<file path="config.mk">
export PLATFORM = sky130hd
export DESIGN_NAME = hnt_tangent
export DESIGN_NICKNAME = d
export VERILOG_FILES = /design/src/rtl/hnt_pkg.sv /design/src/rtl/hnt_tangent.sv
export SDC_FILE = /design/constraint.sdc
export NUM_CORES = 2
export LEC_CHECK = 0
export BUFFER_PORTS_ARGS = -buffer_cell sky130_fd_sc_hd__buf_4
export CAP_MARGIN = 20
export CORE_UTILIZATION = 56
export CTS_CLUSTER_SIZE = 24
export DETAILED_ROUTE_END_ITERATION = 12
export HOLD_SLACK_MARGIN = 0.03
export PLACE_DENSITY = 0.73
export SLEW_MARGIN = 5
export SYNTH_ARGS = -nofsm -noshare
export SYNTH_HDL_FRONTEND = slang
export SYNTH_SLANG_ARGS = --single-unit
</file>
<file path="constraint.sdc">
create_clock -name clock -period 22.3 [get_ports clock]
set_input_delay 2.23 -clock clock [delete_from_list [all_inputs] [get_ports clock]]
set_output_delay 2.23 -clock clock [all_outputs]
set_load 0.02 [all_outputs]
</file>
<file path="src/rtl/hnt_pkg.sv">
package hnt_pkg;

   // default widths
   localparam int SAMPLE_BITS_DEF      = 16;
   localparam int VECTOR_FRAC_BITS_DEF = 14;

   // normalizer: the largest component is brought into [2^29, 2^30)
   localparam int NORM_W = 30;
   localparam int SQ_W   = 2 * NORM_W + 2;
   localparam int ROOT_W = SQ_W / 2;

   // register map
   localparam int CSR_IDX_W  = 1;
   localparam int CSR_DATA_W = 16;
   localparam logic [CSR_IDX_W-1:0] CSR_HEIGHT_SCALE = 1'b0;
   localparam logic [CSR_IDX_W-1:0] CSR_CELL_SPACING = 1'b1;

   localparam logic [CSR_DATA_W-1:0] HEIGHT_SCALE_RST = 16'd25600;
   localparam logic [CSR_DATA_W-1:0] CELL_SPACING_RST = 16'd256;

   // tangent shorter than 0.001 falls back to the z axis
   localparam longint unsigned TINY_DIV = 64'd1000000;

   typedef struct packed {
      logic [15:0] height_left;
      logic [15:0] height_right;
      logic [15:0] height_down;
      logic [15:0] height_up;
   } hnt_req_type;

   typedef struct packed {
      logic signed [15:0] normal_x;
      logic [14:0]        normal_y;
      logic signed [15:0] normal_z;
      logic signed [15:0] tangent_x;
      logic signed [15:0] tangent_y;
      logic signed [15:0] tangent_z;
      logic               used_z_fallback;
   } hnt_rsp_type;

endpackage

</file>
<file path="src/rtl/hnt_tangent.sv">
module hnt_tangent #(
   parameter int FRAC_W = 14
) (
   input  logic                        clock,
   input  logic                        reset,
   input  logic                        adv,
   input  logic                        in_valid,
   input  logic [2:0][FRAC_W+1:0]      in_comp,
   input  logic                        in_zero,
   output logic                        out_valid,
   output logic [2:0][2*FRAC_W:0]      out_mag,
   output logic [2:0]                  out_neg,
   output logic [3*(FRAC_W+2):0]       out_side
);
   import hnt_pkg::*;

   localparam int C_W = FRAC_W + 2;
   localparam int P_W = 2 * C_W;
   localparam int M_W = 2 * FRAC_W + 1;
   localparam longint unsigned THR = ((64'd1 << (2 * FRAC_W)) - 64'd1) / TINY_DIV;

   // zero vector gives +y
   logic [C_W-1:0] nx_c, ny_c, nz_c;

   always_comb begin
      nx_c = in_zero ? '0 : in_comp[0];
      ny_c = in_zero ? (C_W'(1) << FRAC_W) : in_comp[1];
      nz_c = in_zero ? '0 : in_comp[2];
   end

   // stage 1: products of normal components
   logic                  t1_valid_ff;
   logic [C_W-1:0]        t1_nx_ff, t1_ny_ff, t1_nz_ff;
   logic signed [P_W-1:0] t1_pxx_ff, t1_pxy_ff, t1_pxz_ff, t1_pzy_ff, t1_pzz_ff;

   always_ff @(posedge clock) begin
      if (reset) t1_valid_ff <= 1'b0;
      else if (adv) t1_valid_ff <= in_valid;
   end

   always_ff @(posedge clock) begin
      if (adv) begin
         t1_nx_ff  <= nx_c;
         t1_ny_ff  <= ny_c;
         t1_nz_ff  <= nz_c;
         t1_pxx_ff <= $signed(nx_c) * $signed(nx_c);
         t1_pxy_ff <= $signed(nx_c) * $signed(ny_c);
         t1_pxz_ff <= $signed(nx_c) * $signed(nz_c);
         t1_pzy_ff <= $signed(nz_c) * $signed(ny_c);
         t1_pzz_ff <= $signed(nz_c) * $signed(nz_c);
      end
   end

   // stage 2: gram-schmidt from +x, or from +z when too short
   logic signed [P_W-1:0] one2_c, tx_c;
   logic signed [P_W-1:0] v_c [3];
   logic [P_W-1:0]        abs_c;
   logic                  fb_c;
   logic [2:0][M_W-1:0]   mag_c;
   logic [2:0]            neg_c;

   always_comb begin
      one2_c = P_W'(1) << (2 * FRAC_W);
      tx_c   = one2_c - t1_pxx_ff;
      fb_c   = $unsigned(tx_c) <= P_W'(THR);
      if (!fb_c) begin
         v_c[0] = tx_c;
         v_c[1] = -t1_pxy_ff;
         v_c[2] = -t1_pxz_ff;
      end else begin
         v_c[0] = -t1_pxz_ff;
         v_c[1] = -t1_pzy_ff;
         v_c[2] = one2_c - t1_pzz_ff;
      end
      abs_c = '0;
      for (int i = 0; i < 3; i++) begin
         neg_c[i] = v_c[i] < 0;
         abs_c    = neg_c[i] ? $unsigned(-v_c[i]) : $unsigned(v_c[i]);
         mag_c[i] = abs_c[M_W-1:0];
      end
   end

   logic                  t2_valid_ff;
   logic [2:0][M_W-1:0]   t2_mag_ff;
   logic [2:0]            t2_neg_ff;
   logic [3*C_W:0]        t2_side_ff;

   always_ff @(posedge clock) begin
      if (reset) t2_valid_ff <= 1'b0;
      else if (adv) t2_valid_ff <= t1_valid_ff;
   end

   always_ff @(posedge clock) begin
      if (adv) begin
         t2_mag_ff  <= mag_c;
         t2_neg_ff  <= neg_c;
         t2_side_ff <= {fb_c, t1_nx_ff, t1_ny_ff, t1_nz_ff};
      end
   end

   assign out_valid = t2_valid_ff;
   assign out_mag   = t2_mag_ff;
   assign out_neg   = t2_neg_ff;
   assign out_side  = t2_side_ff;

endmodule

</file>
==> summary.txt <==
Final ANT Viol Nets: 0
Layout cells sized above 1: 6.721%
Setup Skew: 0.02256 ns
CP peak stage delay: 0.78 ns
DRT iter0 DRCs: 4208
WS Path Type: input port to flip-flop
Routability cong.: 0.9715
P_leak: 33.78 nW
Pwr Total: 9.682 mW
Std cell rows: 126
Final worst slack: 12.22 ns
Critical Path Sink: t1_pxz_ff[24]
Top delay family on crit path: adder cells
Slew @ Worst Pin: 1.146 ns
Outcome: completed
Sequential area share after synthesis: 15.55%
Die width: 346.6 um
Global-route wire length before repair: 288.4 mm
Hold Fails Final Rpt: 0
Peak supply drop: 0.1433 mV
WHS: 0.4181 ns
Dpl hpwl: 140.7 mm
CORE AREA: 117900 sq um
Average wire per standard cell: 21.31 um
Final setup fails: 0
Via-per-instance ratio: 5.741
Storage element area: 10340 sq um
Vias: 49180
Full die area: 120100 sq um
Flops & latches, synth: 345
Clk Tree Root Cell: clkbuf_16
Most frequent CP cell: fa_1
Synth Instances: 6981
Worst r2r dst: out_mag[55]
Power per Cell Area: 136.5 nW/um^2
TritonCTS clock tree: done
Post-CTS Resized: 0
Drt drc: 0
Longest Clk Path Bufs: 3
Port Buffers: 192
I/O pin total: 193
Crit path from: in_zero
Post-Syn Area: 66490 sq um
CP endpoint kind: flip-flop
Largest net degree at the start of global routing: 130
Worst-skew pair later-pin latency: 0.66 ns
DRT Pass-1 Iters: 7
Number of global-route vias before repair: 51610
Yosys cell types: 94
Synthesized Nets: 8714
Multi-input gate area: 49300 sq um
Post-synth ARST share: 0%
R2R setup slack: 15.17 ns
Slew HR: 23.44%
Cts hold-fix bufs: 0
Initial antenna violation count: 9
R2r worst-path depth: 19
Post-layout minimum cycle time: 10.08 ns
Die Ht: 346.6 um
Req. time, crit path: 22.81 ns
Slowest cell on the critical path: o311ai_0
Reg-to-Reg Start: t1_nx_ff[0]
Setup WS pre-CTS: 11.73 ns
Setup TNS: 0 ns
Mapped Avg Cell Area: 9.524 sq um
Startpoint Class: input port
Final Cycle Share: 45.21%
Worst hold path class: flip-flop to flip-flop
Area growth from synthesis to layout: 6.648%
Top FF cell, synth: edfxtp_1
Most frequent cells in the layout: inv_1 (1542), fa_1 (1250), nand2_1 (648), and2_1 (477), ha_1 (430)
Setup bufs post-CTS: 0
CP bufs+invs: 7
H-tree Lvls: 2
GRT Overall Usage: 31.22%
CP Depth: 25
Peak Freq: 99.20 MHz
Final Max Tran Viols: 0
Arrival @ worst endpoint: 10.59 ns
CP Max Fanout: 39
Commonest non-fill, non-tap cell in the layout: inv_1
Final WL: 182.6 mm
Final net count: 8719
Fillers: 10010
Clock Sinks: 345
Clock slew at reported path FFs: 0.06 ns
Initial Util: 56.38%
Syn. warnings: 0
MaxCap Viol Count: 0
Grt total ovfl: 0
TritonCTS Buffers: 48
RSZ-0062 raised after global routing: false
Post-synth EDFFs: 343
==> worst min path at each step <==
| stage | startpoint | end | slack (ns) | depth (start not counted) |
|---|---|---|---|---|
| after detailed placement | t1_ny_ff[4] | out_side[20] | 0.40 | 0 |
| after global placement | t1_ny_ff[6] | out_side[22] | 0.40 | 0 |
| after floorplan | t1_nz_ff[10] | out_side[10] | 0.40 | 0 |
| after global routing | t1_nx_ff[8] | out_side[40] | 0.43 | 0 |
| final | t1_ny_ff[4] | out_side[20] | 0.42 | 0 |
| after CTS | t1_ny_ff[4] | out_side[20] | 0.42 | 0 |
==> routing by layer <==
metal	vias to the layer above	global-route usage, %	share of wire, %
met4	2	10.87	3.8
li1	21740	-	-
met5	-	0	0.0049
met2	2228	48.84	45
met3	365	8.632	11
met1	24850	41.82	40
==> power by group <==
part	switching (mW)	internal, mW
Sequential	0.285	1.28
Combinational	4.47	2.84
Clock	0.334	0.475
==> per-stage QoR <==
stage | utilization, % | instance area (sq um) | cells
2_1_floorplan | - | 66490 | 6981
6_report | 60.13 | 70910 | 8566
5_1_grt | 60.13 | 70910 | 8564
3_3_place_gp | 58.72 | 69240 | 8470
4_1_cts | 60.10 | 70870 | 8557
3_5_place_dp | 58.72 | 69240 | 8470
==> registers in the layout, summed over array words and instances, names as in the netlist <==
name / count
out_side: 49
t1_nx_ff: 16
t1_valid_ff: 1
out_valid: 1
out_neg: 3
t1_ny_ff: 16
t1_pzz_ff: 30
t1_nz_ff: 16
t1_pxz_ff: 32
t1_pxx_ff: 30
out_mag: 87
t1_pzy_ff: 32
t1_pxy_ff: 32
==> cell type report <==
| cell class | instances | share of cell area (%) |
|---|---|---|
| Antenna cell | 7 | 0.02470 |
| Clock buffer | 57 | 1.772 |
| Clock inverter | 30 | 0.5223 |
| Inverter | 1546 | 8.185 |
| Multi-Input combinational cell | 4795 | 69.52 |
| Sequential cell | 345 | 14.58 |
| Tap cell | 1536 | 2.710 |
| Timing Repair Buffer | 250 | 2.686 |
==> synth_stat cells, drive strengths merged, types with 35 or more instances <==
cell / n / area share (%)
edfxtp: 343 / 15
or2: 43 / 0.40
xnor2: 243 / 3.2
nor3: 124 / 0.98
nand2b: 43 / 0.40
and3: 36 / 0.34
clkbuf: 251 / 1.4
buf: 44 / 0.36
nor2: 279 / 1.6
a21oi: 186 / 1.4
nand3: 63 / 0.47
a211oi: 48 / 0.59
ha: 430 / 8.1
or3: 54 / 0.52
nand2: 648 / 3.7
mux2i: 58 / 0.88
and2: 477 / 4.5
o21ai: 125 / 0.96
inv: 1545 / 8.7
fa: 1250 / 38
xor2: 110 / 1.4
nor4: 63 / 0.76
a31oi: 36 / 0.34
a21o: 56 / 0.63
nor2b: 66 / 0.62
o21a: 35 / 0.40
==> logic make-up (layout without fill, tap and decap cells) <==
family	after synthesis	count (layout)	synth area share [%]
compound gates	660	660	6.545
xor+xnor	353	353	4.650
fa+ha+maj	1680	1680	45.73
buf+inv	1841	1883	10.51
flops	345	345	15.55
mux	72	72	1.122
other cells	0	7	0
simple gates	2030	2030	15.90
Power figures use the tool's default switching activity.
